$ cat src/rtl/core/assert_macros.svh
`ifndef ASSERT_MACROS_SVH
`define ASSERT_MACROS_SVH

// Property checked on every rising edge of clk outside reset.
`define ZB_ASSERT(name, prop, msg) \
  name: assert property (@(posedge clk) disable iff (rst) prop) \
    else $error(msg);

// Condition that must never hold outside reset.
`define ZB_ASSERT_NEVER(name, cond, msg) \
  `ZB_ASSERT(name, !(cond), msg)

`endif

$ cat src/rtl/core/zbdt_pkg.sv
package zbdt_pkg;

  localparam int MAX_WIDTH   = 256;
  localparam int MAX_HEIGHT  = 256;
  localparam int STORE_DEPTH = MAX_WIDTH * MAX_HEIGHT;
  localparam int IDX_W       = $clog2(STORE_DEPTH);

  localparam int DIM_W     = 9;
  localparam int EXT_W     = 14;
  localparam int CFG_IDX_W = 2;

  localparam logic [CFG_IDX_W-1:0] REG_WIDTH  = 2'd0;
  localparam logic [CFG_IDX_W-1:0] REG_HEIGHT = 2'd1;

  localparam logic [1:0] ACT_DIRECT = 2'd0;
  localparam logic [1:0] ACT_INTERP = 2'd1;
  localparam logic [1:0] ACT_READ   = 2'd2;

  localparam logic signed [31:0] FAR_CODE  = 32'sh7FFF_FFFF;
  localparam logic signed [31:0] NEAR_CODE = 32'sh8000_0000;

  localparam int L2_W   = 25;
  localparam int D2_W   = 27;
  localparam int QUO_W  = D2_W + 32;
  localparam int SQ_W   = QUO_W + (QUO_W % 2);
  localparam int ROOT_W = SQ_W / 2;
  localparam int SREM_W = ROOT_W + 2;
  localparam int PROD_W = 32 + ROOT_W;
  localparam int TERM_W = PROD_W - 16;
  localparam int Z_W    = TERM_W + 2;
  localparam int RN_W   = 33;
  localparam int CNT_W  = $clog2(QUO_W);

  localparam int QUEUE_DEPTH = 2;
  localparam int QPTR_W      = $clog2(QUEUE_DEPTH);

  typedef struct packed {
    logic [1:0]         action;
    logic               inr;
    logic [IDX_W-1:0]   idx;
    logic signed [31:0] depth;
    logic signed [12:0] dx;
    logic signed [12:0] dy;
    logic signed [13:0] qx;
    logic signed [13:0] qy;
    logic signed [31:0] z0;
    logic signed [31:0] z1;
  } cmd_t;

  typedef struct packed {
    logic               start;
    logic               interp;
    logic signed [12:0] dx;
    logic signed [12:0] dy;
    logic signed [13:0] qx;
    logic signed [13:0] qy;
    logic signed [31:0] z0;
    logic signed [31:0] z1;
  } arith_req_t;

  typedef struct packed {
    logic               done;
    logic signed [31:0] value;
  } arith_rsp_t;

endpackage

$ cat src/rtl/core/zbdt_arith.sv
`include "assert_macros.svh"

module zbdt_arith (
  input  logic                 clk,
  input  logic                 rst,
  input  zbdt_pkg::arith_req_t req,
  output zbdt_pkg::arith_rsp_t rsp
);
  import zbdt_pkg::*;

  typedef enum logic [7:0] {
    A_IDLE = 8'b0000_0001,
    A_SQ   = 8'b0000_0010,
    A_DIV  = 8'b0000_0100,
    A_SQRT = 8'b0000_1000,
    A_MUL  = 8'b0001_0000,
    A_ADD  = 8'b0010_0000,
    A_ZSET = 8'b0100_0000,
    A_RCP  = 8'b1000_0000
  } astate_t;

  astate_t                   state;
  logic [CNT_W-1:0]          cnt;
  logic                      done;
  logic signed [31:0]        result;

  logic signed [12:0]        dx;
  logic signed [12:0]        dy;
  logic signed [13:0]        qx;
  logic signed [13:0]        qy;
  logic signed [31:0]        z0;
  logic signed [31:0]        z1;
  logic [L2_W-1:0]           l2;
  logic [QUO_W-1:0]          num;
  logic [L2_W-1:0]           rem;
  logic [SQ_W-1:0]           sq_val;
  logic [ROOT_W-1:0]         root;
  logic [SREM_W-1:0]         srem;
  logic [31:0]               mag;
  logic                      dneg;
  logic [ROOT_W-1:0]         mr;
  logic [PROD_W-1:0]         acc;
  logic signed [Z_W-1:0]     z;
  logic [Z_W-1:0]            magz;
  logic                      zneg;
  logic [RN_W-1:0]           rnum;
  logic [Z_W-1:0]            rrem;

  logic signed [25:0]        sdx;
  logic signed [25:0]        sdy;
  logic signed [27:0]        sqx;
  logic signed [27:0]        sqy;
  logic [L2_W-1:0]           l2_c;
  logic [D2_W-1:0]           d2_c;
  logic [L2_W:0]             div_trial;
  logic                      div_ge;
  logic [SREM_W+1:0]         sq_rem;
  logic [SREM_W+1:0]         sq_trial;
  logic                      sq_ge;
  logic [ROOT_W-1:0]         root_next;
  logic signed [32:0]        dz;
  logic [TERM_W-1:0]         term;
  logic [Z_W-1:0]            rc_trial;
  logic                      rc_ge;
  logic [RN_W-1:0]           quo;

  always_comb begin
    sdx       = dx * dx;
    sdy       = dy * dy;
    sqx       = qx * qx;
    sqy       = qy * qy;
    l2_c      = L2_W'(unsigned'(sdx)) + L2_W'(unsigned'(sdy));
    d2_c      = D2_W'(unsigned'(sqx)) + D2_W'(unsigned'(sqy));
    div_trial = {rem, num[QUO_W-1]};
    div_ge    = div_trial >= {1'b0, l2};
    sq_rem    = {srem, sq_val[SQ_W-1 -: 2]};
    sq_trial  = (SREM_W + 2)'({root, 2'b01});
    sq_ge     = sq_rem >= sq_trial;
    root_next = {root[ROOT_W-2:0], sq_ge};
    dz        = 33'(z1) - 33'(z0);
    term      = acc[PROD_W-1:16];
    rc_trial  = {rrem[Z_W-2:0], rnum[RN_W-1]};
    rc_ge     = rc_trial >= magz;
    quo       = {rnum[RN_W-2:0], rc_ge};
  end

  always_ff @(posedge clk) begin
    if (rst) begin
      state <= A_IDLE;
      cnt   <= '0;
      done  <= 1'b0;
    end else begin
      done <= 1'b0;
      case (state)
        A_IDLE: begin
          if (req.start) begin
            dx <= req.dx;
            dy <= req.dy;
            qx <= req.qx;
            qy <= req.qy;
            z0 <= req.z0;
            z1 <= req.z1;
            z  <= Z_W'(req.z0);
            state <= req.interp ? A_SQ : A_ZSET;
          end
        end
        A_SQ: begin
          l2 <= l2_c;
          if (l2_c == '0) begin
            state <= A_ZSET;
          end else begin
            num   <= {d2_c, 32'd0};
            rem   <= '0;
            cnt   <= '0;
            state <= A_DIV;
          end
        end
        A_DIV: begin
          rem <= L2_W'(div_ge ? div_trial - {1'b0, l2} : div_trial);
          num <= {num[QUO_W-2:0], div_ge};
          cnt <= cnt + 1'b1;
          if (cnt == CNT_W'(QUO_W - 1)) begin
            sq_val <= SQ_W'({num[QUO_W-2:0], div_ge});
            root   <= '0;
            srem   <= '0;
            cnt    <= '0;
            state  <= A_SQRT;
          end
        end
        A_SQRT: begin
          srem   <= SREM_W'(sq_ge ? sq_rem - sq_trial : sq_rem);
          root   <= root_next;
          sq_val <= sq_val << 2;
          cnt    <= cnt + 1'b1;
          if (cnt == CNT_W'(ROOT_W - 1)) begin
            mr    <= root_next;
            mag   <= 32'(dz[32] ? -dz : dz);
            dneg  <= dz[32];
            acc   <= '0;
            cnt   <= '0;
            state <= A_MUL;
          end
        end
        A_MUL: begin
          acc <= (acc << 1) + (mr[ROOT_W-1] ? PROD_W'(mag) : '0);
          mr  <= mr << 1;
          cnt <= cnt + 1'b1;
          if (cnt == CNT_W'(ROOT_W - 1)) begin
            state <= A_ADD;
          end
        end
        A_ADD: begin
          if (dneg) begin
            z <= Z_W'(z0) - signed'({2'b00, term});
          end else begin
            z <= Z_W'(z0) + signed'({2'b00, term});
          end
          state <= A_ZSET;
        end
        A_ZSET: begin
          if (z == '0) begin
            result <= FAR_CODE;
            done   <= 1'b1;
            state  <= A_IDLE;
          end else begin
            zneg  <= z[Z_W-1];
            magz  <= z[Z_W-1] ? unsigned'(-z) : unsigned'(z);
            rnum  <= RN_W'(1) << 32;
            rrem  <= '0;
            cnt   <= '0;
            state <= A_RCP;
          end
        end
        A_RCP: begin
          rrem <= rc_ge ? rc_trial - magz : rc_trial;
          rnum <= quo;
          cnt  <= cnt + 1'b1;
          if (cnt == CNT_W'(RN_W - 1)) begin
            if (!zneg) begin
              result <= (quo > RN_W'(32'h7FFF_FFFF)) ? FAR_CODE : signed'(quo[31:0]);
            end else begin
              result <= (quo >= RN_W'(32'h8000_0000)) ? NEAR_CODE : -signed'(quo[31:0]);
            end
            done  <= 1'b1;
            state <= A_IDLE;
          end
        end
        default: state <= A_IDLE;
      endcase
    end
  end

  assign rsp.done  = done;
  assign rsp.value = result;

  `ZB_ASSERT(a_start_when_idle, req.start |-> (state == A_IDLE), "start while busy")
  `ZB_ASSERT(a_done_returns_idle, done |-> (state == A_IDLE), "result while busy")

endmodule

$ cat config.mk
export PLATFORM = sky130hd
export DESIGN_NAME = zbdt_arith
export DESIGN_NICKNAME = d
export VERILOG_FILES = /design/src/rtl/core/zbdt_pkg.sv /design/src/rtl/core/zbdt_arith.sv
export VERILOG_INCLUDE_DIRS = /design/src /design/src/rtl/core
export SDC_FILE = /design/constraint.sdc
export NUM_CORES = 2
export LEC_CHECK = 0
export CORE_UTILIZATION = 60
export CTS_BUF_LIST = sky130_fd_sc_hd__clkbuf_4 sky130_fd_sc_hd__clkbuf_8
export DETAILED_ROUTE_END_ITERATION = 10
export DONT_BUFFER_PORTS = 1
export GPL_ROUTABILITY_DRIVEN = 0
export PLACE_DENSITY = 0.76
export SLEW_MARGIN = 15
export SYNTH_ARGS = -nofsm -noshare
export SYNTH_HDL_FRONTEND = slang
export SYNTH_SLANG_ARGS = --single-unit
$ cat constraint.sdc
create_clock -name clk -period 22 [get_ports clk]
set_clock_uncertainty 0.1 [all_clocks]
set_input_delay 2.2 -clock clk [delete_from_list [all_inputs] [get_ports clk]]
set_output_delay 2.2 -clock clk [all_outputs]
set_load 0.01 [all_outputs]
# Yosys cells after proc, flatten, opt, wreduce, memory -nomap -nowiden
# Cells that the tools add are included.
[totals] register_bits=698 in_bits=122
[classes] addsub=13 mul=4 magnitude_cmp=5 eq_ne=19 mux=50 bitwise=2 reduce_logical=21
[op_table] op="$mux W32" count=9
[op_table] op="$mux W47" count=3
[op_table] op="$pmux W32 S2" count=2
[op_table] op="$pmux W62 S2" count=1
[op_table] op="$pmux W30 S2" count=2
[op_table] op="$pmux W60 S2" count=1
[op_table] op="$pmux W59 S2" count=1
[op_table] op="$mux W48" count=2
[op_table] op="$pmux W48 S2" count=1
[op_table] op="$pmux W47 S2" count=1
[op_table] op="$pmux W33 S2" count=1
[op_table] op="$neg A32 Y32" count=2
[op_table] op="$pmux W8 S8" count=1
[op_table] op="$add A62 B32 Y62" count=1
[op_table] op="$mux W62" count=1
[op_table] op="$mux W30" count=2
[op_table] op="$mux W60" count=1
[op_table] op="$mux W59" count=1
[op_table] op="$mul A14 B14 Y27" count=2
[op_table] op="$mul A13 B13 Y25" count=2
[op_table] op="$mux W25" count=2
[op_table] op="$pmux W25 S2" count=1
[op_table] op="$add A32 B47 Y48" count=1
[op_table] op="$ge A48 B48 Y1" count=1
[op_table] op="other kinds (41)" count=72

# Logic depth before layout (Yosys ltp)
[depth] depth_word=6 depth_mapped=30 mapped_depth_nobuf=29

# Worst setup path after synthesis
# OpenSTA, ideal clock, no wires.
[synth_path] path_kind="flip-flop to flip-flop" startpoint="reg dy[12]" endpoint="reg num[0], enable pin" arrival_time_ps=12353 required_time_ps=21270 setup_slack_ps=8917 stages_incl_launch_ff=24 n_path_buf=1 synth_period_minus_slack_ps=13083 cell_sequence="edfxtp_1 clkbuf_1 and2_1 fa_1 inv_1 fa_1 fa_1 fa_1 fa_1 fa_1 fa_1 inv_1 ha_1 nand2_1 nand2_1 a211o_1 a31oi_1 o21ai_0 o211a_1 o211ai_1 o311ai_0 nand4_1 nor2_1 nor3_1"
[synth_between] elab_chain_cells=5
[synth_rtl] item="start, declared" line_no="zbdt_arith.sv:28" text="logic signed [12:0] dy;"
[synth_rtl] item="start signal, assigned" line_no="zbdt_arith.sv:98" text="dy <= req.dy;"
[synth_rtl] item="$mul A13 B13 Y25" line_no="zbdt_arith.sv:69" text="sdy = dy * dy;"
[synth_rtl] item="$add A25 B25 Y25" line_no="zbdt_arith.sv:72" text="l2_c = L2_W'(unsigned'(sdx)) + L2_W'(unsigned'(sdy));"
[synth_rtl] item="$logic_not A25 Y1" line_no="zbdt_arith.sv:109" text="if (l2_c == '0) begin"
[synth_rtl] item="$ne A2 B2 Y1 (no line)"
[synth_rtl] item="$reduce_and A3 Y1 (no line)"
[synth_rtl] item="end signal, assigned" line_no="zbdt_arith.sv:112" text="num <= {d2_c, 32'd0};"
[synth_rtl] item="end signal, assigned" line_no="zbdt_arith.sv:120" text="num <= {num[QUO_W-2:0], div_ge};"
[synth_rtl] item="end, declared" line_no="zbdt_arith.sv:34" text="logic [QUO_W-1:0] num;"
# Every way passes these cells.
# A chain may end at the register's enable or synchronous reset.

# Final worst setup path
[layout_path] startpoint="reg dx[12]" endpoint="reg rem[6], enable pin"
[layout_between] elab_chain_cells=5
[layout_rtl] item="start, declared" line_no="zbdt_arith.sv:27" text="logic signed [12:0] dx;"
[layout_rtl] item="start signal, assigned" line_no="zbdt_arith.sv:97" text="dx <= req.dx;"
[layout_rtl] item="$mul A13 B13 Y25" line_no="zbdt_arith.sv:68" text="sdx = dx * dx;"
[layout_rtl] item="$add A25 B25 Y25" line_no="zbdt_arith.sv:72"
[layout_rtl] item="$logic_not A25 Y1" line_no="zbdt_arith.sv:109"
[layout_rtl] item="$ne A2 B2 Y1 (no line)"
[layout_rtl] item="$reduce_and A3 Y1 (no line)"
[layout_rtl] item="end signal, assigned" line_no="zbdt_arith.sv:119" text="rem <= L2_W'(div_ge ? div_trial - {1'b0, l2} : div_trial);"
[layout_rtl] item="end, declared" line_no="zbdt_arith.sv:35" text="logic [L2_W-1:0] rem;"
# Every way passes these cells.

==> results.ini <==
[outcome]
status=finished clean

[yosys]
synth_top_cell_area_share_pct=31.5
syn_area_per_cell_um2=10.1
number_of_instances_in_the_synthesized_netlist=6457
async_reset_ff_share_pct=0
ys_warn_count=0
cell_taking_the_most_area_after_synthesis=sky130_fd_sc_hd__edfxtp_1
ys_seq_area_share_pct=32.0
yosysUniqueCellTypes=86
post_synthesis_instance_area_um2=65000
synth.top_cells.by_area=sky130_fd_sc_hd__edfxtp_1, sky130_fd_sc_hd__fa_1, sky130_fd_sc_hd__ha_1
ys_seq_elements=698
synth-edff-count=683
mappedNetlistNets=7743
synth_ff_type=sky130_fd_sc_hd__edfxtp_1

[clock_network]
source_to_sink_clock_delay_at_the_later_pin_of_the_worst_skew_pair_ps=850
clock_buffer_depth=3
holdBufCountCts=0
cts_tree=built
post-cts-setup-buffer-count=0
cts_htree_levels=3
cts_inserted_buffers=120
cts.sinks=698
cts.repair.resized=0
cts_root_buf=sky130_fd_sc_hd__clkbuf_8
clk_pin_slew_ps=60

[worst_hold_path]
holdPathEnd=magz[0]
hold_start=z[0]
worst_hold_path.num_cells=0
timing.hold.worst.class=flop to flop

[sta]
setup_tns_ps=0
final_critical_path_setup_slack_ps=12190
final-hold-violation-count=0
timing.slew.headroom_pct=29.1
min_period_over_period_pct=44.6
rsz0062_at_grt=no
period_needed_ps=9810
achievable-frequency_mhz=102
report.final.setup_viol=0
timing_max_transition_violations_final=0
worstMarginPinSlew_ps=1060

[critical_path]
arrival_ps=10170
end_kind=flop
worst_ep_required_time_ps=22360
reg2reg_depth=24
worstReg2RegStart=dx[12]
critPathLaunchType=flop
reg_to_reg_slack_setup_ps=12190
crit_type=flop to flop
reg2reg_to=rem[6]
crit_fanout=54

[route]
vias_per_cell=5.78
drc=0
ant_nets=0
wirelength_mm=144
drtPass1Iterations=8
post_drt_wl_per_cell_um=18.2
drt_iter0_drc=2906
detailroute.via_count=45700

[flow_run]
drv.max_cap_violation_count=0

[layout]
multi_input_gate_area_in_the_final_layout_um2=39800
leading_cell_type_in_the_layout_fill_and_taps_excluded=sky130_fd_sc_hd__inv_1
finalNonFillerCells=7911
fillCellCount=8507
layout.cells.most_common_list=sky130_fd_sc_hd__inv_1, sky130_fd_sc_hd__fa_1, sky130_fd_sc_hd__nand2_1, sky130_fd_sc_hd__edfxtp_1, sky130_fd_sc_hd__ha_1
finish.net_count=7686
drive_above_1_share_pct=4.56
synthToLayoutAreaGrowth_pct=6.21
sequential_cell_area_um2=20800
fin_util_pct=64.4

[placed_design]
place.port_buffers=0
post-place-ws_ps=12290
cells_after_dpl=7679
detailed_place_hpwl_mm=112

[grt]
maximum_number_of_pins_on_one_net_before_global_route_repair=83
antenna_found_initial=11
grt_pass1_wl_mm=236
grt_usage_pct=27.0
grt_remaining_overflow=0
grt_pass1_vias=46500

[die]
die_height_um=331
fp.coreArea_um2=107000
rows=120
die_w_um=331
design.die.area_um2=110000
floorplan.io_pins=155
initial_core_util_pct=60.7

==> sequential cells by signal, indices dropped and copies added (netlist names), 32 cells and up <==
name and cells:
acc 62, mag 32, magz 48, num 59, result 32, rnum 33
rrem 47, sq_val 60, srem 32, z 48, z0 32, z1 32
==> through the flow <==
step,hold WS [ps],area [um2]
final,363,69100
after global routing,375,69000
after CTS,370,69000
after detailed placement,360,66300
after global placement,354,66300
after floorplan,326,65000
==> area by class of cell <==
type                            count  share of cell area, %
Tap cell                         1403                   2.54
Clock inverter                     69                   1.09
Antenna cell                       13                 0.0471
Sequential cell                   698                   30.1
Multi-Input combinational cell   4560                   57.7
Timing Repair Buffer               34                  0.399
Inverter                          986                   5.36
Clock buffer                      148                   2.76
==> routing by layer <==
layer	share of wire, %	global-route usage (%)
met1	41	35.5
met3	6.6	4.60
met5	0.043	0
met2	48	45.1
met4	3.7	9.91
==> worst max-delay path, cell delays in order, from the launching register on <==
cell and delay (ps):
sky130_fd_sc_hd__edfxtp_1 650, sky130_fd_sc_hd__inv_1 340, sky130_fd_sc_hd__nor2_1 280, sky130_fd_sc_hd__fa_1 610, sky130_fd_sc_hd__fa_1 690, sky130_fd_sc_hd__fa_1 580
sky130_fd_sc_hd__inv_1 60, sky130_fd_sc_hd__fa_1 520, sky130_fd_sc_hd__fa_1 440, sky130_fd_sc_hd__fa_1 520, sky130_fd_sc_hd__fa_1 640, sky130_fd_sc_hd__inv_1 60
sky130_fd_sc_hd__ha_1 410, sky130_fd_sc_hd__inv_1 90, sky130_fd_sc_hd__a211oi_1 220, sky130_fd_sc_hd__o221ai_1 190, sky130_fd_sc_hd__or4_1 420, sky130_fd_sc_hd__or4_1 400
sky130_fd_sc_hd__or4_1 410, sky130_fd_sc_hd__nor4b_1 310, sky130_fd_sc_hd__nand4_1 430, sky130_fd_sc_hd__nor2_1 310, sky130_fd_sc_hd__nor3_2 70, sky130_fd_sc_hd__buf_4 260
sky130_fd_sc_hd__buf_4 400
==> how the worst max path moves through the flow <==
stage                      start  endpoint  slack, ps  depth (start not counted)
after CTS                 dx[12]    rem[5]      12160                         24
after floorplan           dy[12]    num[0]       8920                         23
final                     dx[12]    rem[6]      12190                         24
after detailed placement  dx[12]    rem[1]      12290                         24
after global placement    dx[12]   rem[18]      12560                         24
after global routing      dx[12]    rem[2]      11620                         24
==> Yosys cell counts, types with 25 or more instances <==
cell type / count
sky130_fd_sc_hd__a211oi_1: 36
sky130_fd_sc_hd__a21o_1: 116
sky130_fd_sc_hd__a21oi_1: 309
sky130_fd_sc_hd__a31oi_1: 35
sky130_fd_sc_hd__and2_1: 278
sky130_fd_sc_hd__and3_1: 28
sky130_fd_sc_hd__clkbuf_1: 200
sky130_fd_sc_hd__edfxtp_1: 683
sky130_fd_sc_hd__fa_1: 724
sky130_fd_sc_hd__ha_1: 440
sky130_fd_sc_hd__inv_1: 984
sky130_fd_sc_hd__nand2_1: 693
sky130_fd_sc_hd__nand2b_1: 71
sky130_fd_sc_hd__nand3_1: 57
sky130_fd_sc_hd__nand4_1: 41
sky130_fd_sc_hd__nor2_1: 430
sky130_fd_sc_hd__nor2b_1: 71
sky130_fd_sc_hd__nor3_1: 73
sky130_fd_sc_hd__nor4_1: 25
sky130_fd_sc_hd__o21a_1: 38
sky130_fd_sc_hd__o21ai_0: 269
sky130_fd_sc_hd__o21bai_1: 29
sky130_fd_sc_hd__o31ai_1: 32
sky130_fd_sc_hd__or3_1: 42
sky130_fd_sc_hd__xnor2_1: 300
sky130_fd_sc_hd__xor2_1: 114
==> kinds of logic after synthesis <==
family / count (synthesis) / share of synthesized area [%]
buf+inv: 1199 / 6.94
mux: 21 / 0.331
compound gates: 1056 / 10.3
flops: 698 / 32.0
fa+ha+maj: 1164 / 30.8
simple gates: 1904 / 14.0
xor+xnor: 414 / 5.58
other cells: 1 / 0.00577
Power is not shown: default switching activity piles up to over one toggle a cycle in this logic, so the estimate is an artifact.
